File: config.mk
export PLATFORM = sky130hd
export DESIGN_NAME = cnes_alu
export DESIGN_NICKNAME = d
export VERILOG_FILES = /design/src/hw/rtl/cnes_pkg.sv /design/src/hw/rtl/cnes_alu.sv
export SDC_FILE = /design/constraint.sdc
export NUM_CORES = 2
export LEC_CHECK = 0
export BUFFER_PORTS_ARGS = -buffer_cell sky130_fd_sc_hd__buf_2
export CAP_MARGIN = 25
export CORE_MARGIN = 2
export CORE_UTILIZATION = 45
export DETAILED_ROUTE_END_ITERATION = 6
export RECOVER_POWER = 100
export SETUP_SLACK_MARGIN = 0.15
export SLEW_MARGIN = 10
export SYNTH_ARGS = -nofsm -noshare
export SYNTH_HDL_FRONTEND = slang
export SYNTH_SLANG_ARGS = --single-unit
File: constraint.sdc
create_clock -name clk_i -period 8.06 [get_ports clk_i]
set_input_delay 1.612 -clock clk_i [delete_from_list [all_inputs] [get_ports clk_i]]
set_output_delay 1.612 -clock clk_i [all_outputs]
set_load 0.01 [all_outputs]
File: src/hw/rtl/cnes_pkg.sv
// Shared types and constants of the coupled node Euler step block.
// No dependencies; imported by cnes_alu, cnes_div and the top level.
package cnes_pkg;

  // Fixed sizes of the node network
  localparam int unsigned NODE_W     = 8;
  localparam int unsigned NODES      = 256;
  localparam int unsigned SLOT_W     = 4;
  localparam int unsigned MAX_DEGREE = 16;
  localparam int unsigned DEG_W      = 5;
  localparam int unsigned NBR_ADDR_W = NODE_W + SLOT_W;
  localparam int unsigned SUM_W      = 32 + SLOT_W + 1;
  localparam int unsigned CNT_W      = 9;
  localparam int unsigned STEPS_W    = 16;

  // Item actions
  typedef enum logic [2:0] {
    ACT_WR_VALUE = 3'd0,
    ACT_WR_NBR   = 3'd1,
    ACT_SET_DEG  = 3'd2,
    ACT_RUN      = 3'd3,
    ACT_RD_VALUE = 3'd4,
    ACT_SYNC     = 3'd5
  } action_e;

  // Configuration register indexes
  typedef enum logic [2:0] {
    CFG_COUPLING   = 3'd0,
    CFG_NODE_COUNT = 3'd1,
    CFG_GAIN_M     = 3'd2,
    CFG_ALPHA      = 3'd3,
    CFG_RHO_ONE    = 3'd4,
    CFG_RHO_TWO    = 3'd5,
    CFG_GAMMA      = 3'd6,
    CFG_TIME_STEP  = 3'd7
  } cfg_idx_e;

  // Sync check results
  typedef enum logic [1:0] {
    WELL_NONE = 2'd0,
    WELL_LOW  = 2'd1,
    WELL_HIGH = 2'd2
  } well_e;

  // Shared arithmetic unit operations
  typedef enum logic [1:0] {
    ALU_MUL = 2'd0,
    ALU_ADD = 2'd1,
    ALU_SUB = 2'd2
  } alu_op_e;

  typedef struct packed {
    logic    start;
    alu_op_e op;
  } alu_req_t;

  // Saturate a 64-bit signed value to 32 bits signed
  function automatic logic [31:0] sat32(input logic [63:0] v);
    logic [31:0] r;
    if ($signed(v) > $signed(64'sh0000_0000_7FFF_FFFF)) begin
      r = 32'h7FFF_FFFF;
    end else if ($signed(v) < $signed(64'shFFFF_FFFF_8000_0000)) begin
      r = 32'h8000_0000;
    end else begin
      r = v[31:0];
    end
    return r;
  endfunction

endpackage

File: src/hw/rtl/cnes_alu.sv
// Shared two-stage arithmetic unit: saturating Q-format multiply, add, subtract.
// Depends on cnes_pkg.
module cnes_alu import cnes_pkg::*; #(
  parameter int unsigned FRAC_BITS = 24
) (
  input  logic               clk_i,
  input  logic               rst_ni,
  input  alu_req_t           req_i,
  input  logic signed [31:0] a_i,
  input  logic signed [31:0] b_i,
  output logic               done_o,
  output logic [31:0]        res_o
);

  logic               v1_q, v2_q;
  alu_op_e            op1_q, op2_q;
  logic signed [31:0] a_q, b_q;
  logic signed [63:0] wide_d, wide_q, shifted;
  logic signed [63:0] prod;

  // Valid pipeline
  always_ff @(posedge clk_i or negedge rst_ni) begin
    if (!rst_ni) begin
      v1_q <= 1'b0;
      v2_q <= 1'b0;
    end else begin
      v1_q <= req_i.start;
      v2_q <= v1_q;
    end
  end

  // Form the full-width product or sum
  assign prod = a_q * b_q;

  always_comb begin
    case (op1_q)
      ALU_MUL: wide_d = prod;
      ALU_ADD: wide_d = {{32{a_q[31]}}, a_q} + {{32{b_q[31]}}, b_q};
      ALU_SUB: wide_d = {{32{a_q[31]}}, a_q} - {{32{b_q[31]}}, b_q};
      default: wide_d = '0;
    endcase
  end

  // Latch operands, then the raw result
  always_ff @(posedge clk_i) begin
    if (req_i.start) begin
      op1_q <= req_i.op;
      a_q   <= a_i;
      b_q   <= b_i;
    end
    op2_q  <= op1_q;
    wide_q <= wide_d;
  end

  // Products round toward minus infinity, then everything saturates
  assign shifted = (op2_q == ALU_MUL) ? (wide_q >>> FRAC_BITS) : wide_q;
  assign res_o   = sat32(shifted);
  assign done_o  = v2_q;

endmodule

==> results.cfg <==
[critical_path]
startpoint = a_q[9]$_DFFE_PP_
worstPathMaxFanout = 17
crit_required_ps = 8260
cpMaxStageDelayCell = fa_1
crit_family = adder cells
crit_top_cell = fa_1
cp_num_cells = 27
endpoint = wide_q[28]$_DFF_P_
path_class = reg2reg
rr_startpoint = a_q[9]$_DFFE_PP_
rrSetupSlack_ps = 320
endpoint_kind = register
ff2ff_path_depth = 27
crit_path_start_kind = register
path_buf_inv = 7
critPathMaxStageDelay_ps = 550
r2r_end = wide_q[28]$_DFF_P_
worstPathArrival_ps = 7940

[yosys]
synth_cell_types = 76
synth.cell_area_um2 = 43800
synth-edff-count = 66
avgSynthCellArea_um2 = 9.35
synth_most_common_cell = fa_1
ys_top_cells_by_area = fa_1, inv_1, ha_1, and2_1, nand2_1
synth_common_cells = fa_1, inv_1, nand2_1
syn_nets = 6086
yosysSeqAreaShare_pct = 7.66
netlist.area_leader.share_pct = 49.6
netlist_instances = 4684
yosysTopAreaCell = fa_1
synthArstFlopShare_pct = 1.49
synth-seq-cells = 134
synth_warnings = 0
ys_dominant_reg_cell = edfxtp_1

[placed_design]
place_inst = 5994
routabilityCongestion = 0.972
io_buffer_count = 101
post_dp_cell_area_um2 = 47100
dpl.hpwl_um = 111000

[clocking]
cts_sinks = 134
clkLatencyLatePin_ps = 490
cts_tree = done
ctsHtreeMaxLevel = 4
cts_buffers = 17
clk_pin_slew_ps = 60
ctsHoldBuffers = 0
ctsLongestPathBuffers = 2
root_buffer = clkbuf_16

[die]
core_area_um2 = 96600
die-width_um = 316
die_h_um = 316
start_util_pct = 45.3
rows = 114
boundaryPins = 102
die_area_um2 = 99800

[sta]
fin_skew_ps = 28.9
rsz0062_at_grt = true
fin_crit_sh_pct = 96.0
timing.fmax_mhz = 129
slew_violations = 143
layout_min_cycle_time_ps = 7740
maxSlewHeadroom_pct = -103
finalSetupTns_ps = 0
setup_viol = 0
worstMarginPinSlew_ps = 3040
hold_viol_final = 0

[global_routing]
grt_pass1_wl_um = 213000
grt_util_all_layers_pct = 28.5
grt_max_degree = 68
overflow = 0
first_global_vias = 35161
antenna_found_initial = 6

[detailed_routing]
firstDrtPassIters = 5
drc = 0
postRouteWirelength_um = 137000
first_iter_violations = 2300
post_drt_wl_per_cell_um = 22.6
postRouteAntennaNets = 0
routed_via_density = 5.43
vias = 32758

[cells_and_area]
area_delta_synth_final_pct = 9.30
final_cells = 6038
design_area_um2 = 47900
layout.nets = 6149
layout-drive-gt1-share_pct = 7.21

[run_status]
status = finished with violations
violations = capacitance limit, slew limit

[run]
cap_violations = 6

[hold_path]
hp-class = reg2reg
==> sequential cells by signal, summed over array words and instances (netlist names) <==
signal and count:
v1_q 1, wide_q 64, b_q 32, done_o 1
op2_q 2, op1_q 2, a_q 32
==> cells by family (layout without fill, tap and decap cells) <==
kind of cell | after synthesis | in the layout | share of synthesized area (%)
buffers and inverters | 1290 | 1366 | 11.1
adders and majority gates | 1333 | 1333 | 56.7
AOI/OAI and AO/OA | 484 | 484 | 7.09
xor gates and xnor gates | 84 | 84 | 1.68
muxes | 37 | 37 | 0.846
DFF | 134 | 134 | 7.66
and+or+nand+nor | 1322 | 1322 | 14.9
other | 0 | 2 | 0
==> final cells by class <==
type,count,area [um2]
Fill cell,9119,48700
Multi-Input combinational cell,3260,35800
Antenna cell,2,5.00
Clock buffer,20,478
Tap cell,1276,1600
Timing Repair Buffer,305,2660
Sequential cell,134,3350
Inverter,1029,3860
Clock inverter,12,105
==> worst min path at each step <==
stage / slack (ps) / start / cells past startpoint / end
after global routing: 370 / v1_q$_DFF_PN0_ / 0 / done_o$_DFF_PN0_
after floorplan: 330 / v1_q$_DFF_PN0_ / 0 / done_o$_DFF_PN0_
after CTS: 370 / v1_q$_DFF_PN0_ / 0 / done_o$_DFF_PN0_
after global placement: 340 / v1_q$_DFF_PN0_ / 0 / done_o$_DFF_PN0_
final: 370 / v1_q$_DFF_PN0_ / 0 / done_o$_DFF_PN0_
after detailed placement: 350 / v1_q$_DFF_PN0_ / 0 / done_o$_DFF_PN0_
==> timing repair <==
action | 4_1_cts | 5_1_grt
setup endpoints to repair | 5 | 24
gates cloned | 0 | 2
pin swaps | 0 | 10
buffers inserted | 0 | 7
gates resized for setup | 4 | 54
==> metrics by stage <==
| step | hold WS (ps) | worst slack (ps) | util [%] |
|---|---|---|---|
| 6_report | 368 | 319 | 49.6 |
| 3_5_place_dp | 353 | 99.2 | 48.7 |
| 3_3_place_gp | 335 | 98.0 | 48.7 |
| 2_1_floorplan | 331 | 237 | - |
| 4_1_cts | 367 | 197 | 49.4 |
| 5_1_grt | 372 | 60.5 | 49.6 |
==> placed cells by master, fill, tap and decap left out, drive strengths merged, types with 17 or more instances in the layout <==
cell type	netlist	routed
a21o	35	35
clkbuf	249	81
buf	12	244
a21oi	111	111
nand2	532	532
ha	249	249
o21a	17	17
nand2b	24	24
xor2	27	27
nand3	28	28
dfxtp	66	66
nor2	143	143
o22ai	28	28
fa	1084	1084
nor3	31	31
and2	475	475
nand4	27	27
o21ai	147	147
inv	1028	1037
edfxtp	66	66
xnor2	57	57
mux2i	37	37
==> metal layers <==
layer  track usage (%)  routed length (um)
met4              8.95                4690
met5                 0                  22
met3              3.23                8200
met1              38.6               56700
met2              48.2               67100
Power is left out: the tool's default activity adds up to more than one toggle a clock period on the data nets, which glitch-free logic cannot reach.
