$ cat src/hw/rtl/cnes_pkg.sv
// Shared types and constants of the coupled node Euler step block.
// No dependencies; imported by cnes_alu, cnes_div and the top level.
package cnes_pkg;

  // Fixed sizes of the node network
  localparam int unsigned NODE_W     = 8;
  localparam int unsigned NODES      = 256;
  localparam int unsigned SLOT_W     = 4;
  localparam int unsigned MAX_DEGREE = 16;
  localparam int unsigned DEG_W      = 5;
  localparam int unsigned NBR_ADDR_W = NODE_W + SLOT_W;
  localparam int unsigned SUM_W      = 32 + SLOT_W + 1;
  localparam int unsigned CNT_W      = 9;
  localparam int unsigned STEPS_W    = 16;

  // Item actions
  typedef enum logic [2:0] {
    ACT_WR_VALUE = 3'd0,
    ACT_WR_NBR   = 3'd1,
    ACT_SET_DEG  = 3'd2,
    ACT_RUN      = 3'd3,
    ACT_RD_VALUE = 3'd4,
    ACT_SYNC     = 3'd5
  } action_e;

  // Configuration register indexes
  typedef enum logic [2:0] {
    CFG_COUPLING   = 3'd0,
    CFG_NODE_COUNT = 3'd1,
    CFG_GAIN_M     = 3'd2,
    CFG_ALPHA      = 3'd3,
    CFG_RHO_ONE    = 3'd4,
    CFG_RHO_TWO    = 3'd5,
    CFG_GAMMA      = 3'd6,
    CFG_TIME_STEP  = 3'd7
  } cfg_idx_e;

  // Sync check results
  typedef enum logic [1:0] {
    WELL_NONE = 2'd0,
    WELL_LOW  = 2'd1,
    WELL_HIGH = 2'd2
  } well_e;

  // Shared arithmetic unit operations
  typedef enum logic [1:0] {
    ALU_MUL = 2'd0,
    ALU_ADD = 2'd1,
    ALU_SUB = 2'd2
  } alu_op_e;

  typedef struct packed {
    logic    start;
    alu_op_e op;
  } alu_req_t;

  // Saturate a 64-bit signed value to 32 bits signed
  function automatic logic [31:0] sat32(input logic [63:0] v);
    logic [31:0] r;
    if ($signed(v) > $signed(64'sh0000_0000_7FFF_FFFF)) begin
      r = 32'h7FFF_FFFF;
    end else if ($signed(v) < $signed(64'shFFFF_FFFF_8000_0000)) begin
      r = 32'h8000_0000;
    end else begin
      r = v[31:0];
    end
    return r;
  endfunction

endpackage

$ cat src/hw/rtl/cnes_div.sv
// Radix-2 restoring divider, one quotient bit per cycle, signed with saturation.
// Depends on cnes_pkg.
module cnes_div import cnes_pkg::*; #(
  parameter int unsigned FRAC_BITS = 24
) (
  input  logic                          clk_i,
  input  logic                          rst_ni,
  input  logic                          start_i,
  input  logic signed [32+FRAC_BITS-1:0] dividend_i,
  input  logic signed [31:0]            divisor_i,
  output logic                          done_o,
  output logic [31:0]                   quot_o
);

  localparam int unsigned DVW   = 32 + FRAC_BITS;
  localparam int unsigned DCW   = $clog2(DVW);
  localparam logic [DVW-1:0] MAG_POS = DVW'(64'h0000_0000_7FFF_FFFF);
  localparam logic [DVW-1:0] MAG_NEG = DVW'(64'h0000_0000_8000_0000);
  localparam logic [DCW-1:0] LAST   = DCW'(DVW - 1);

  logic           busy_q, done_q, neg_q;
  logic [DCW-1:0] cnt_q;
  logic [31:0]    dvs_q, rem_q;
  logic [DVW-1:0] quo_q, neg_mag;
  logic [32:0]    sh, diff;
  logic           ge;

  // One trial subtraction per cycle
  assign sh   = {rem_q, quo_q[DVW-1]};
  assign diff = sh - {1'b0, dvs_q};
  assign ge   = (sh >= {1'b0, dvs_q});

  always_ff @(posedge clk_i or negedge rst_ni) begin
    if (!rst_ni) begin
      busy_q <= 1'b0;
      done_q <= 1'b0;
      cnt_q  <= '0;
    end else begin
      done_q <= 1'b0;
      if (start_i) begin
        busy_q <= 1'b1;
        cnt_q  <= '0;
      end else if (busy_q) begin
        cnt_q <= cnt_q + 1'b1;
        if (cnt_q == LAST) begin
          busy_q <= 1'b0;
          done_q <= 1'b1;
        end
      end
    end
  end

  // Take magnitudes at start, then shift quotient bits in
  always_ff @(posedge clk_i) begin
    if (start_i) begin
      neg_q <= dividend_i[DVW-1] ^ divisor_i[31];
      quo_q <= dividend_i[DVW-1] ? (DVW'(0) - dividend_i) : dividend_i;
      dvs_q <= divisor_i[31] ? (32'd0 - divisor_i) : divisor_i;
      rem_q <= '0;
    end else if (busy_q) begin
      rem_q <= ge ? diff[31:0] : sh[31:0];
      quo_q <= {quo_q[DVW-2:0], ge};
    end
  end

  // Apply sign and saturate
  assign neg_mag = DVW'(0) - quo_q;

  always_comb begin
    if (neg_q) begin
      quot_o = (quo_q > MAG_NEG) ? 32'h8000_0000 : neg_mag[31:0];
    end else begin
      quot_o = (quo_q > MAG_POS) ? 32'h7FFF_FFFF : quo_q[31:0];
    end
  end

  assign done_o = done_q;

endmodule

$ cat config.mk
export PLATFORM = sky130hd
export DESIGN_NAME = cnes_div
export DESIGN_NICKNAME = d
export VERILOG_FILES = /design/src/hw/rtl/cnes_pkg.sv /design/src/hw/rtl/cnes_div.sv
export SDC_FILE = /design/constraint.sdc
export NUM_CORES = 1
export LEC_CHECK = 0
export ABC_CLOCK_PERIOD_IN_PS = 3000
export BUFFER_PORTS_ARGS = -buffer_cell sky130_fd_sc_hd__buf_4
export CORE_UTILIZATION = 54
export CTS_CLUSTER_SIZE = 25
export DETAILED_ROUTE_END_ITERATION = 6
export PLACE_DENSITY = 0.89
export SLEW_MARGIN = 20
export SYNTH_ARGS = -nofsm -noshare
export SYNTH_HDL_FRONTEND = slang
export SYNTH_SLANG_ARGS = --single-unit
$ cat constraint.sdc
create_clock -name clk_i -period 3 [get_ports clk_i]
set_clock_uncertainty 0.2 [all_clocks]
set_input_delay 0.45 -clock clk_i [delete_from_list [all_inputs] [get_ports clk_i]]
set_output_delay 0.45 -clock clk_i [all_outputs]
set_load 0.01 [all_outputs]
==> run_results.csv <==
group,metric,value,unit
clock_tree,clock_latency,440,ps
worst_setup_path,cp.required,2350,ps
floorplanning,dieWidth,137,um
layout,antenna_cells,0,
power_and_ir_drop,netSwitchingFraction,31.5,%
timing,timing.final.hold_violations,0,
timing,fmax,0.258,GHz
synth,synth-edff-count,89,
power_and_ir_drop,total_power,5760,uW
timing,tns,-20380,ps
hold_path,hold_path_class,"input pin to flop",
synth,syn-num-nets,1282,
power_and_ir_drop,p_comb_share,28.0,%
routing,avgViaCountPerCell,6.56,
routing,drtIter0Drc,1495,
layout,layoutNonFillerInstCount,1662,
global_routing,antenna_found_initial,1,
place,place_ws,-276,ps
synth,async_flop_share,6.20,%
power_and_ir_drop,clkPwrFrac,33.9,%
layout,syn_to_final_growth,40.1,%
place,io_buffers,123,
routing,wl_per_cell,20.1,um
layout,final_util,77.3,%
power_and_ir_drop,p_switching,1810,uW
floorplanning,start_util,55.2,%
power_and_ir_drop,peakVddDrop,0.397,mV
power_and_ir_drop,power_frac_seq,38.1,%
timing,rsz0062_at_grt,"true",
hold_path,holdPathStages,1,
synth,synth_cell_types,81,
floorplanning,num_rows,49,
global_routing,grt_pass1_wl,47.6,mm
global_routing,met1_usage,38.5,%
run,maxCapViolCount,0,
worst_setup_path,arrival,3220,ps
floorplanning,ioPinCount,124,
routing,drt-total-wl,33.3,mm
global_routing,track_usage,32.0,%
power_and_ir_drop,p_int,3950,uW
clock_tree,cts_tree,"built",
global_routing,grt_use_met2,53.9,%
power_and_ir_drop,powerDensity,415,nW/um^2
clock_tree,cts_max_level,4,
run_status,status,"complete, but fails checks",
synth,mappedNetlistArea,9910,sq um
clock_tree,cts.clk_slew.worst_paths,50,ps
timing,maxSlewHeadroom,35.6,%
place,gp_congestion,0.949,
layout,drive_above_1_share,33.8,%
routing,vias,10900,
synth,ys_seq_area_share,35.5,%
clock_tree,clock_sinks,129,
worst_setup_path,critPathMaxFanout,6,
global_routing,grt_max_degree,107,
global_routing,grt_pass1_vias,9980,
timing,final_max_slew_viol_count,0,
clock_tree,cts_buffers,17,
synth,avgSynthCellArea,8.59,sq um
worst_setup_path,crit_path_start_kind,"flop",
clock_tree,clockRootBuffer,"clkbuf_16",
clock_tree,cts_buffer_depth,2,
worst_setup_path,setup.worst_path.class,"flop to primary output",
global_routing,grt_overflow,0,
floorplanning,design.core.area,18000,sq um
routing,drtAntennaViolNets,0,
layout,layout.nets,1548,
layout,final_cell_mix,"260 x buf_4, 115 x nor2_1, 98 x nand2_1",
floorplanning,dieArea,18900,sq um
synth,synthCells,1154,
synth,synth_top_flop_cell,"edfxtp_1",
power_and_ir_drop,power_leakage,0.00564,uW
timing,setup_viol,48,
layout,layout_commonest_cell,"buf_4",
timing,tightest_slew,966,ps
synth,ys_seq_elements,129,
timing,fin_ws,-873,ps
worst_setup_path,critPathCaptureType,"primary output",
run_status,failed_checks,"setup timing",
timing,period_share,129,%
timing,period_needed,3870,ps
floorplanning,die_h,137,um
routing,drc,0,
global_routing,grt_util_met3,6.62,%
routing,first_pass_iters,6,
worst_setup_path,rr_worst_depth,14,
global_routing,gr-max-usage-layer,"met2",
place,dp_hpwl,20.8,mm
synth,yosysWarnings,0,
place,placed_cells,1600,
==> power by group through the flow <==
| stage | registers [uW] | clock network [uW] | logic [uW] |
|---|---|---|---|
| final | 2200 | 1950 | 1620 |
| after global routing | 2210 | 2030 | 1730 |
| after CTS | 2190 | 1940 | 1420 |
| after detailed placement | 2220 | 0 | 1380 |
| after global placement | 2200 | 0 | 1330 |
| after floorplan | 2240 | 0 | 736 |
==> flip-flops by register name (all words and copies together) (netlist names) <==
name    flops
quo_q      56
dvs_q      32
rem_q      32
cnt_q       6
busy_q      1
done_o      1
neg_q       1
==> layout make-up <==
| class | count | area (sq um) |
|---|---|---|
| Inverter | 59 | 229 |
| Fill cell | 1011 | 4080 |
| Tap cell | 229 | 287 |
| Timing Repair Buffer | 298 | 2450 |
| Multi-Input combinational cell | 915 | 6850 |
| Clock buffer | 19 | 433 |
| Sequential cell | 129 | 3510 |
| Clock inverter | 13 | 116 |
==> repair_timing <==
item / in CTS / in global routing
resized for setup: 43 / 132
pin swaps: 28 / 52
setup buffers: 4 / 21
endpoints found under the setup margin: 34 / 56
hold buffers: 1 / 0
hold endpoints to repair: 8 / 0
cloned: 2 / 2
==> final timing paths <==
path	startpoint	end	slack (ps)
worst max-delay path	quo_q[26]	quot_o[15]	-870
worst min-delay path	divisor_i[0]	dvs_q[0]	40
worst max register to register	quo_q[55]	rem_q[18]	-240
worst min register to register	rem_q[7]	rem_q[7]	310
max in group asynchronous	rst_ni	cnt_q[3]	2310
min in group asynchronous	rst_ni	done_o	160
==> routing by layer <==
| metal | vias up | part of all wire [%] |
|---|---|---|
| li1 | 4835 | - |
| met1 | 5074 | 37 |
| met2 | 770 | 48 |
| met3 | 216 | 9.6 |
| met4 | 2 | 5.5 |
| met5 | - | 0.027 |
==> synthesized netlist by cell type (all sizes together) (26+ instances only) <==
cell type	n	area, sq um
xor2	69	604
a21oi	96	480
nor3	28	151
clkbuf	44	175
nor2	117	439
nand3	32	160
edfxtp	89	2670
inv	59	221
o21ai	80	404
o31ai	26	223
nand2	106	398
ha	36	450
xnor2	40	350
dfxtp	32	641
nor4	29	228
==> kinds of logic (layout without fill, tap and decap cells) <==
kind of cell	count (synthesis)	count (layout)	share of synthesized area (%)
AND/OR/NAND/NOR	428	431	22.5
AO/OA/AOI/OAI	333	333	22.4
flip-flops	129	129	35.5
buffers and inverters	113	389	4.76
XOR/XNOR	109	109	9.63
adder cells (fa/ha/maj)	37	37	4.75
multiplexers	5	5	0.518
==> critical path, cell delays in order, from the launching register on <==
cell	delay, ps
edfxtp_1	450
or4_4	570
or4_4	460
nor4_4	190
o21ai_4	130
or2_4	330
o311ai_4	450
buf_4	210
==> metrics by stage <==
stage,area [sq um],hold WS (ps)
6_report,13900,37.9
5_1_grt,13900,30.1
4_1_cts,13100,31.4
3_5_place_dp,12300,70.7
3_3_place_gp,12300,72.2
2_1_floorplan,10200,-45.6
(Power assumes the default switching activity.)
